<file path="src/rtl/core/gsa_pkg.sv">
package gsa_pkg;

  localparam int unsigned SlotsDef   = 64;
  localparam int unsigned GenBitsDef = 16;
  localparam int unsigned OpW        = 3;
  localparam int unsigned SlotW      = 6;
  localparam int unsigned GenOutW    = 16;
  localparam int unsigned StatusW    = 2;

  typedef enum logic [OpW-1:0] {
    OP_SPAWN     = 3'd0,
    OP_LOOKUP    = 3'd1,
    OP_KILL      = 3'd2,
    OP_DEFER     = 3'd3,
    OP_END_FRAME = 3'd4,
    OP_KILL_ALL  = 3'd5
  } op_e;

  typedef enum logic [StatusW-1:0] {
    ST_OK      = 2'd0,
    ST_INVALID = 2'd1,
    ST_FULL    = 2'd2,
    ST_NOTHING = 2'd3
  } status_e;

  typedef enum logic [1:0] {
    S_IDLE  = 2'd0,
    S_EXEC  = 2'd1,
    S_SWEEP = 2'd2
  } state_e;

endpackage

</file>
<file path="src/rtl/core/gsa_gen_ram.sv">
module gsa_gen_ram #(
  parameter int unsigned Depth = 64,
  parameter int unsigned Width = 16,
  parameter int unsigned AddrW = 6
) (
  input  logic             clk_i,
  input  logic             we_i,
  input  logic [AddrW-1:0] waddr_i,
  input  logic [Width-1:0] wdata_i,
  input  logic [AddrW-1:0] raddr_i,
  output logic [Width-1:0] rdata_o
);

  logic [Width-1:0] mem [Depth];
  logic [Width-1:0] rdata_q;

  always_ff @(posedge clk_i) begin
    if (we_i) begin
      mem[waddr_i] <= wdata_i;
    end
  end

  always_ff @(posedge clk_i) begin
    rdata_q <= mem[raddr_i];
  end

  assign rdata_o = rdata_q;

endmodule

</file>
<file path="src/rtl/core/generational_slot_allocator.sv">
// Generational handle table. A request is taken when start is high and busy is low;
// each result shows on the result ports for one cycle with done_o high, and the
// receiver cannot hold it off. Spawn, lookup, kill, deferred kill, unknown codes and
// a sweep that finds nothing pass through the execute state: the generation memory is read
// at the request edge, a spawn writes the new generation from that state, and the next
// request may follow at once while the result is shown. A sweep that kills slots gives
// one result per cycle, in ascending slot order. Slot state is ready right after reset;
// there is no clearing pass.
module generational_slot_allocator #(
  parameter int unsigned SLOTS    = gsa_pkg::SlotsDef,
  parameter int unsigned GEN_BITS = gsa_pkg::GenBitsDef
) (
  input  logic                        clk_i,
  input  logic                        rst_ni,
  input  logic                        start,
  output logic                        busy,
  input  logic [gsa_pkg::OpW-1:0]     operation_i,
  input  logic [gsa_pkg::SlotW-1:0]   slot_index_i,
  input  logic [gsa_pkg::GenOutW-1:0] handle_generation_i,
  output logic                        done_o,
  output logic [gsa_pkg::StatusW-1:0] status_o,
  output logic [gsa_pkg::SlotW-1:0]   result_slot_o,
  output logic [gsa_pkg::GenOutW-1:0] result_generation_o,
  output logic                        last_o
);

  import gsa_pkg::*;

  localparam int unsigned IdxW = $clog2(SLOTS);
  localparam int unsigned HwW  = $clog2(SLOTS + 1);
  localparam int unsigned CmpW = (GEN_BITS > GenOutW) ? GEN_BITS : GenOutW;

  state_e state_q, state_d;
  op_e    op_q, op_in;

  logic [SlotW-1:0]    slot_q;
  logic [GenOutW-1:0]  hgen_q;
  logic [IdxW-1:0]     tgt_q;
  logic                reuse_q;
  logic [SLOTS-1:0]    alive_q, marked_q, sel_q;
  logic [HwW-1:0]      hw_q;
  logic                pend_q, pend_last_q;
  logic [IdxW-1:0]     pend_slot_q;

  logic                done_q, last_q;
  status_e             status_q;
  logic [SlotW-1:0]    rslot_q;
  logic [GenOutW-1:0]  rgen_q;

  logic                accept, issue;
  logic [SLOTS-1:0]    below_hw, free_vec, sel_in, sel_rest;
  logic [IdxW-1:0]     free_idx, sel_idx;

  logic                ram_we;
  logic [IdxW-1:0]     ram_waddr, ram_raddr;
  logic [GEN_BITS-1:0] ram_wdata, ram_rdata, gen_inc;
  logic [CmpW-1:0]     rd_ext, hgen_ext, inc_ext;

  logic                handle_ok, can_append;
  logic [IdxW-1:0]     slot_idx, hw_idx;
  status_e             exec_status;
  logic [SlotW-1:0]    exec_slot;
  logic [GenOutW-1:0]  exec_gen;

  assign op_in  = op_e'(operation_i);
  assign busy   = (state_q != S_IDLE);
  assign accept = start && !busy;
  assign issue  = (state_q == S_SWEEP) && (sel_q != '0);

  always_comb begin
    for (int i = 0; i < SLOTS; i++) begin
      below_hw[i] = (HwW'(i) < hw_q) && (i != 0);
    end
    free_vec = ~alive_q & below_hw;
    sel_in   = alive_q & ((op_in == OP_END_FRAME) ? marked_q : '1);
    free_idx = '0;
    sel_idx  = '0;
    for (int i = SLOTS - 1; i >= 0; i--) begin
      if (free_vec[i]) free_idx = IdxW'(i);
      if (sel_q[i])    sel_idx  = IdxW'(i);
    end
    sel_rest          = sel_q;
    sel_rest[sel_idx] = 1'b0;
  end

  gsa_gen_ram #(
    .Depth (SLOTS),
    .Width (GEN_BITS),
    .AddrW (IdxW)
  ) u_gen_ram (
    .clk_i   (clk_i),
    .we_i    (ram_we),
    .waddr_i (ram_waddr),
    .wdata_i (ram_wdata),
    .raddr_i (ram_raddr),
    .rdata_o (ram_rdata)
  );

  assign slot_idx   = slot_q[IdxW-1:0];
  assign hw_idx     = hw_q[IdxW-1:0];
  assign can_append = (hw_q < HwW'(SLOTS));
  assign gen_inc    = ram_rdata + GEN_BITS'(1);
  assign rd_ext     = CmpW'(ram_rdata);
  assign inc_ext    = CmpW'(gen_inc);
  assign hgen_ext   = CmpW'(hgen_q);
  assign handle_ok  = (slot_q != '0)
                   && ({1'b0, slot_q} < (SlotW + 1)'(hw_q))
                   && alive_q[slot_idx]
                   && (rd_ext == hgen_ext);

  always_comb begin
    state_d = state_q;
    unique case (state_q)
      S_IDLE: begin
        if (accept) begin
          if ((op_in == OP_END_FRAME || op_in == OP_KILL_ALL) && sel_in != '0) begin
            state_d = S_SWEEP;
          end else begin
            state_d = S_EXEC;
          end
        end
      end
      S_EXEC:  state_d = S_IDLE;
      S_SWEEP: if (pend_q && pend_last_q) state_d = S_IDLE;
      default: state_d = S_IDLE;
    endcase
  end

  always_comb begin
    ram_raddr   = (state_q == S_SWEEP) ? sel_idx
                : (op_in == OP_SPAWN) ? free_idx : slot_index_i[IdxW-1:0];
    ram_we      = 1'b0;
    ram_waddr   = tgt_q;
    ram_wdata   = gen_inc;
    exec_status = ST_INVALID;
    exec_slot   = '0;
    exec_gen    = '0;
    if (state_q == S_EXEC) begin
      unique case (op_q)
        OP_SPAWN: begin
          if (reuse_q) begin
            ram_we      = 1'b1;
            exec_status = ST_OK;
            exec_slot   = SlotW'(tgt_q);
            exec_gen    = inc_ext[GenOutW-1:0];
          end else if (can_append) begin
            ram_we      = 1'b1;
            ram_waddr   = hw_idx;
            ram_wdata   = '0;
            exec_status = ST_OK;
            exec_slot   = SlotW'(hw_idx);
          end else begin
            exec_status = ST_FULL;
          end
        end
        OP_LOOKUP, OP_KILL, OP_DEFER: begin
          if (handle_ok) begin
            exec_status = ST_OK;
            exec_slot   = slot_q;
            exec_gen    = rd_ext[GenOutW-1:0];
          end
        end
        OP_END_FRAME, OP_KILL_ALL: exec_status = ST_NOTHING;
        default: exec_status = ST_INVALID;
      endcase
    end
  end

  always_ff @(posedge clk_i or negedge rst_ni) begin
    if (!rst_ni) begin
      state_q     <= S_IDLE;
      alive_q     <= '0;
      marked_q    <= '0;
      sel_q       <= '0;
      hw_q        <= HwW'(1);
      pend_q      <= 1'b0;
      pend_last_q <= 1'b0;
      done_q      <= 1'b0;
    end else begin
      state_q <= state_d;
      done_q  <= (state_q == S_EXEC) || ((state_q == S_SWEEP) && pend_q);
      if (accept) begin
        sel_q <= sel_in;
      end
      if (state_q == S_EXEC) begin
        case (op_q)
          OP_SPAWN: begin
            if (reuse_q) begin
              alive_q[tgt_q]  <= 1'b1;
              marked_q[tgt_q] <= 1'b0;
            end else if (can_append) begin
              alive_q[hw_idx]  <= 1'b1;
              marked_q[hw_idx] <= 1'b0;
              hw_q             <= hw_q + HwW'(1);
            end
          end
          OP_KILL:  if (handle_ok) alive_q[slot_idx] <= 1'b0;
          OP_DEFER: if (handle_ok) marked_q[slot_idx] <= 1'b1;
          default: ;
        endcase
      end
      pend_q <= issue;
      if (issue) begin
        sel_q            <= sel_rest;
        alive_q[sel_idx] <= 1'b0;
        if (op_q == OP_END_FRAME) marked_q[sel_idx] <= 1'b0;
        pend_last_q <= (sel_rest == '0);
      end
    end
  end

  always_ff @(posedge clk_i) begin
    if (accept) begin
      op_q    <= op_in;
      slot_q  <= slot_index_i;
      hgen_q  <= handle_generation_i;
      tgt_q   <= free_idx;
      reuse_q <= (free_vec != '0);
    end
    if (issue) begin
      pend_slot_q <= sel_idx;
    end
    if (state_q == S_EXEC) begin
      status_q <= exec_status;
      rslot_q  <= exec_slot;
      rgen_q   <= exec_gen;
      last_q   <= 1'b1;
    end else begin
      status_q <= ST_OK;
      rslot_q  <= SlotW'(pend_slot_q);
      rgen_q   <= rd_ext[GenOutW-1:0];
      last_q   <= pend_last_q;
    end
  end

  assign done_o              = done_q;
  assign status_o            = status_q;
  assign result_slot_o       = rslot_q;
  assign result_generation_o = rgen_q;
  assign last_o              = last_q;

  a_accept_busy: assert property (@(posedge clk_i) disable iff (!rst_ni)
    accept |=> busy)
    else $error("request did not occupy the block");

  a_err_last: assert property (@(posedge clk_i) disable iff (!rst_ni)
    done_o && (status_o != ST_OK) |-> last_o)
    else $error("error result not final");

  a_hw_range: assert property (@(posedge clk_i) disable iff (!rst_ni)
    (hw_q != '0) && (hw_q <= HwW'(SLOTS)))
    else $error("high-water count out of range");

  a_slot0_dead: assert property (@(posedge clk_i) disable iff (!rst_ni)
    !alive_q[0] && ((alive_q & ~below_hw) == '0))
    else $error("live slot outside allocated range");

  a_sweep_done: assert property (@(posedge clk_i) disable iff (!rst_ni)
    (state_q == S_SWEEP) && pend_q && pend_last_q |=> done_o && last_o && !busy)
    else $error("sweep end mismatch");

endmodule

</file>
<file path="config.mk">
export PLATFORM = sky130hd
export DESIGN_NAME = generational_slot_allocator
export DESIGN_NICKNAME = d
export VERILOG_FILES = /design/src/rtl/core/gsa_pkg.sv /design/src/rtl/core/gsa_gen_ram.sv /design/src/rtl/core/generational_slot_allocator.sv
export SDC_FILE = /design/constraint.sdc
export NUM_CORES = 2
export LEC_CHECK = 0
export ABC_CLOCK_PERIOD_IN_PS = 6800
export BUFFER_PORTS_ARGS = -buffer_cell sky130_fd_sc_hd__buf_2
export CORE_UTILIZATION = 50
export DETAILED_ROUTE_END_ITERATION = 8
export PLACE_DENSITY_LB_ADDON = 0.12
export SLEW_MARGIN = 40
export SYNTH_ARGS = -nofsm -noshare
export SYNTH_HDL_FRONTEND = slang
export SYNTH_SLANG_ARGS = --single-unit
</file>
<file path="constraint.sdc">
create_clock -name clk_i -period 6.8 [get_ports clk_i]
set_input_delay 1.36 -clock clk_i [delete_from_list [all_inputs] [get_ports clk_i]]
set_output_delay 1.36 -clock clk_i [all_outputs]
set_load 0.005 [all_outputs]
</file>
== After elaboration in Yosys (flattened, before gate mapping) ==
Memory sizes are Yosys's and may differ from the RTL's. A register that Yosys moved wholly into a read port is not among the register bits.
Cells that the tools add are included.
Storage, ports and cells
  register bits: 267
  bits in writable memories: 1024
  output and inout bits: 27
  memories kept: 1
Memory list
  u_gen_ram.mem: words 64, width 16, rd ports 1, clocked after memory_dff 1, write ports 1, line gsa_gen_ram.sv:14  | logic [Width-1:0] mem [Depth];
Operators by class
  add/subtract/negate cells: 2
  $lt $le $gt $ge: 73
  equality and inequality tests: 12
  muxes and demuxes: 187
  bitwise logic cells: 17
  reduce and logical (&&, ||, !) cells: 29
Operators with widths (number)
  $mux W64: 14
  $mux W6: 138
  $and A64 B64 Y64: 8
  $not A64 Y64: 5
  $pmux W64 S2: 2
  $lt A6 B7 Y1 const A: 32
  $or A64 B64 Y64: 3
  $reduce_bool A64 Y1: 3
  $lt A5 B7 Y1 const A: 16
  $mux W16: 7
  $logic_not A64 Y1: 1
  $lt A4 B7 Y1 const A: 8
  $pmux W16 S2: 1
  $lt A3 B7 Y1 const A: 4
  $lt A6 B7 Y1 const B: 4
  $demux W1 S6: 4
  $ge A6 B1 Y1 const B: 4
  $add A16 B1 Y16 const B: 1
  $eq A16 B16 Y1: 1
  $lt A2 B7 Y1 const A: 2
  $eq A3 B3 Y1 const B: 4
  $logic_and A1 B1 Y1: 12
  $mux W1: 12
  $pmux W6 S2: 1
  24 further kinds: 33

== Longest topological paths before layout ==
  word-level depth: 72
  depth in mapped cells: 20
  depth with buffers taken out: 14

== Cells and area by module ==
Synthesis repeated with hierarchy kept, for this count alone.
Unflattened totals
  cell total of the unflattened synthesis: 4082
  area, all modules: 57446.3 um^2
By module, submodules not included
  gsa_gen_ram: instances 1, cells each 1829, area an instance 40042.2 um^2, sequential area each 31069.8 um^2
  generational_slot_allocator: instances 1, cells each 2253, area an instance 17404.2 um^2, sequential area each 6747.7 um^2

== Least setup slack after synthesis ==
No wires, ideal clock.
  path type: input to register
  from: input operation_i[1] (netlist name)
  to: register u_gen_ram.rdata_q[11] (netlist: u_gen_ram.rdata_o[11]), read port of u_gen_ram.mem
  arrival: 4022 ps
  data required time: 6678 ps
  path slack: 2656 ps
  stages: 13
  path buffers: 5
  cell sequence: or3_1 > clkbuf_1 > nor2_1 > nand2_1 > o21ai_2 > buf_6 > buf_4 > buf_4 > clkbuf_1 > nand3_1 > a31oi_1 > a31oi_1 > a311o_1
On the way
  word-level cells in the longest chain between the ends: 3
Ends and longest elaborated chain
  from (decl): line generational_slot_allocator.sv:17  | input logic [gsa_pkg::OpW-1:0] operation_i,
  $logic_not A3 Y1: line generational_slot_allocator.sv:131  | : (op_in == OP_SPAWN) ? free_idx : slot_index_i[IdxW-1:0];
  $mux W6: line generational_slot_allocator.sv:131
  $mux W6: line generational_slot_allocator.sv:130  | ram_raddr = (state_q == S_SWEEP) ? sel_idx
  to (decl): line gsa_gen_ram.sv:15  | logic [Width-1:0] rdata_q;
No other way between the ends.
A chain may end at the register's enable or synchronous reset.

== Worst setup path after layout ==
  from: register hw_q[3]
  to: register u_gen_ram.rdata_q[10] (netlist: u_gen_ram.rdata_o[10]), read port of u_gen_ram.mem
On the way
  word-level cells in the longest chain between the ends: 68
  elaborated cells between the ends (all ways): 130
Ends and longest elaborated chain
  from (decl): line generational_slot_allocator.sv:41  | logic [HwW-1:0] hw_q;
  from (signal assigned): line generational_slot_allocator.sv:175  | hw_q <= HwW'(1);
  from (signal assigned): line generational_slot_allocator.sv:194  | hw_q <= hw_q + HwW'(1);
  $lt A6 B7 Y1: line generational_slot_allocator.sv:72  | below_hw[i] = (HwW'(i) < hw_q) && (i != 0);
  $and A64 B64 Y64 *: line generational_slot_allocator.sv:74  | free_vec = ~alive_q & below_hw;
  $mux W6 (62 in a row): line generational_slot_allocator.sv:79  | if (free_vec[i]) free_idx = IdxW'(i);
  $mux W6 * (2 in a row): line generational_slot_allocator.sv:79
  $mux W6 *: line generational_slot_allocator.sv:131
  $mux W6 *: line generational_slot_allocator.sv:130
Mark *: on every way between the ends. The rest lies on a longest branch, timed or not.

==> impl_metrics.toml <==
[timing]
rsz0062_at_grt = "false"
fmax_mhz = 167
worstMarginPinSlew_ns = 0.946
relSlewSlack_pct = 36.6
tns_ns = 0
fin_crit_ns = 5.99
fin_worst_skew_ns = 0.0423
hold_violations = 0
setup_viol_count_final = 0
period_share_pct = 88.1
timing_max_transition_violations_final = 0

[run]
maxCapViolCount = 0

[setup_path]
cp-start-kind = "flip-flop"
cpLargestDelayFamily = "compound AO/OA/AOI/OAI gates"
crit_chain = "buf_4 > inv_2 > o21ai_0 > o2bb2ai_1 > o2111ai_1 > o21ai_1 > a31oi_2 > o21ai_4 > buf_12 > buf_12 > buf_4 > nand3_1 > a21oi_1 > a2111oi_2 > clkdlybuf4s18_2 > buf_4 > a311o_1"
r2r_start = "hw_q[3]"
crit_top_cell = "buf_4"
path_max_fanout = 43
worst-r2r-cell-count = 17
crit_buf_inv = 7
worstPathRequired_ns = 7.47
reg2reg_slack_ns = 0.81
crit_arrival_ns = 6.66
max_stage_delay_ns = 0.81
critPathKind = "reg -> reg"
cp_slowest_cell = "dfrtp_1"
worst_r2r_endpoint = "u_gen_ram.rdata_o[10]"
cp-end-kind = "flip-flop"

[cts]
cts_hold_buffers = 0
cts_tree = "done"
post_cts_resized = 0
cts-htree-levels = 4
clock_path_buffers = 3
cts.reportedPaths.clkPinSlew_ns = 0.06
root_buffer = "clkbuf_16"
cts.sinks = 1307
cts_buffers = 140
postCtsSetupBuffers = 0
clkLatencyLatePin_ns = 0.79

[yosys]
syn_nets = 5163
avgSynthCellArea_um2 = 11.5
synth_flop_cell = "edfxtp_1"
synth_cell_types = 105
synth.largest_area_cell = "edfxtp_1"
synth-edff-count = 1062
synth_cells = 5128
post_synth_instance_area_mm2 = 0.0592
ys.warnings.count = 0
synth_seq_area_share_pct = 63.9
synth_seq_cells = 1307
synthTopCellsByArea = "edfxtp_1 54%, dfrtp_1 8.6%, nand2_1 5.3%"
synth_top_area_share_pct = 53.9
ys_async_sr_fraction_pct = 15.6

[hold_path]
holdCritStartpoint = "pend_slot_q[4]"
hold_depth = 2
hold_class = "reg -> reg"
holdPathEnd = "result_slot_o[4]"

[global_route]
overflow = 0
first_global_vias = 41772
grt_start_max_net_pins = 98
grt_use_total_pct = 34.9
grt_pass1_wl_um = 304000
grt_antenna_before_repair = 4

[finish]
most-common-layout-cells = "1,062 x edfxtp_1, 839 x nand2_1, 346 x a21oi_1"
syn2layout_area_growth_pct = 13.0
nNetsFinal = 5251
layout_commonest_cell = "edfxtp_1"
fin_cells = 6853
drive_above_1_share_pct = 12.9
fill_cells = 9611

[routing]
vias_per_cell = 6.67
wirelength_um = 212000
drt_drc_violations_left = 0
wire_per_inst_um = 31.0
drt_iter0_markers = 7444
vias = 45739
firstDrtPassIters = 9
final_antenna_net_count = 0

[placed_design]
dp_cells = 6595
dp_hpwl_um = 141000
place_congestion = 1.01
port_buffers = 54

[floorplan]
die_area_mm2 = 0.120
io_pins = 55
die_h_um = 346
row_count = 125
start_util_pct = 50.6
fp.coreArea_mm2 = 0.117
die_x_um = 346

[power_and_ir_drop]
vdd_drop_max_uv = 341
power_density_mw_per_mm2 = 403
leakagePower_nw = 23.9

[run_status]
status = "finished clean"
[cell families (layout without fill, tap and decap cells)]
logic type | count (synthesis) | in the layout | share of synthesized area [%]
muxes | 191 | 191 | 3.28
buffers and inverters | 429 | 629 | 3.37
adders and majority gates | 7 | 7 | 0.148
DFF | 1307 | 1307 | 63.9
and+or+nand+nor | 1682 | 1682 | 12.6
other | 0 | 1 | 0
xor gates and xnor gates | 34 | 34 | 0.503
AOI/OAI and AO/OA | 1478 | 1478 | 16.2
[synth_stat cells, types with 15 or more instances]
library cell,count
o22ai_1,142
nor4_1,32
buf_2,106
a211oi_1,97
xor2_1,21
dfxtp_1,41
a31oi_1,141
mux2i_1,169
a221oi_1,19
a21oi_1,349
o21ai_0,306
a21o_1,18
edfxtp_1,1062
or3_1,18
nor2b_1,19
nand4_1,37
nand2_1,843
nor3_1,88
a2111oi_0,16
mux2_2,21
a32oi_1,58
a311o_1,16
nand3_1,167
nor2_1,321
a22oi_1,120
nand2b_1,34
buf_4,28
buf_6,19
dfrtp_1,203
inv_1,49
o22a_1,18
a222oi_1,15
clkbuf_1,194
and3_1,47
buf_1,24
a311oi_1,26
[stage by stage]
stage          setup slack, ns  power [mW]  hold WS [ns]  util [%]  instance area (um^2)
2_1_floorplan             2.66        15.1         0.418         -                 59200
3_3_place_gp             0.325        19.1         0.429      53.0                 62000
3_5_place_dp             0.750        19.2         0.430      53.3                 62300
4_1_cts                  0.804        26.7         0.446      57.1                 66800
5_1_grt                  0.604        27.6         0.485      57.2                 66900
6_report                 0.810        26.9         0.443      57.2                 66900
[how the worst max path moves through the flow]
stage | start | depth (start not counted) | slack [ns] | endpoint
2_1_floorplan | operation_i[1] | 13 | 2.66 | u_gen_ram.rdata_o[11]
3_3_place_gp | hw_q[6] | 13 | 0.33 | u_gen_ram.rdata_o[1]
3_5_place_dp | hw_q[2] | 16 | 0.75 | u_gen_ram.rdata_o[10]
4_1_cts | hw_q[2] | 16 | 0.80 | u_gen_ram.rdata_o[10]
5_1_grt | hw_q[3] | 17 | 0.60 | u_gen_ram.rdata_o[1]
6_report | hw_q[3] | 17 | 0.81 | u_gen_ram.rdata_o[10]
[layer usage]
metal	up-vias	global-route usage, %	routed length, um
li1	19650	-	-
met1	22677	51.4	88300
met2	2941	48.2	87900
met3	467	10.3	27000
met4	4	13.7	8960
met5	-	0.520	96
[power breakdown]
part / switching [mW] / leakage (nW) / internal, mW
clock network: 3.30 / 2.20 / 4.23
logic: 6.51 / 8.92 / 2.26
registers: 0.499 / 12.8 / 10.1
total: 10.3 / 23.9 / 16.6
[flip-flops by register name, indices dropped and copies added (netlist names), 2 cells and up]
name / cells
result_slot_o: 6
u_gen_ram.mem: 1024
slot_idx: 6
result_generation_o: 16
op_q: 3
hgen_ext: 16
status_o: 2
u_gen_ram.rdata_o: 16
marked_q: 64
sel_q: 64
tgt_q: 6
alive_q: 64
pend_slot_q: 6
hw_q: 7
state_q: 2
[area by class of cell]
cell class	instances	area, um^2	share of cell area, %
Tap cell	1524	1910	2.85
Clock buffer	187	3860	5.78
Sequential cell	1307	37800	56.6
Inverter	55	206	0.309
Clock inverter	67	646	0.966
Timing Repair Buffer	320	2590	3.88
Multi-Input combinational cell	3392	19800	29.6
Antenna cell	1	2.50	0.00374
[worst reg2reg max path, stage by stage, from the launching register on]
cell             delay [ns]
dfrtp_1                0.81
buf_4                  0.39
inv_2                  0.14
o21ai_0                0.56
o2bb2ai_1              0.23
o2111ai_1              0.21
o21ai_1                0.39
a31oi_2                0.15
o21ai_4                0.51
buf_12                 0.27
buf_12                 0.29
buf_4                  0.42
nand3_1                0.18
a21oi_1                0.47
a2111oi_2              0.10
clkdlybuf4s18_2        0.29
buf_4                  0.16
a311o_1                0.32
Power figures use the tool's default switching activity.
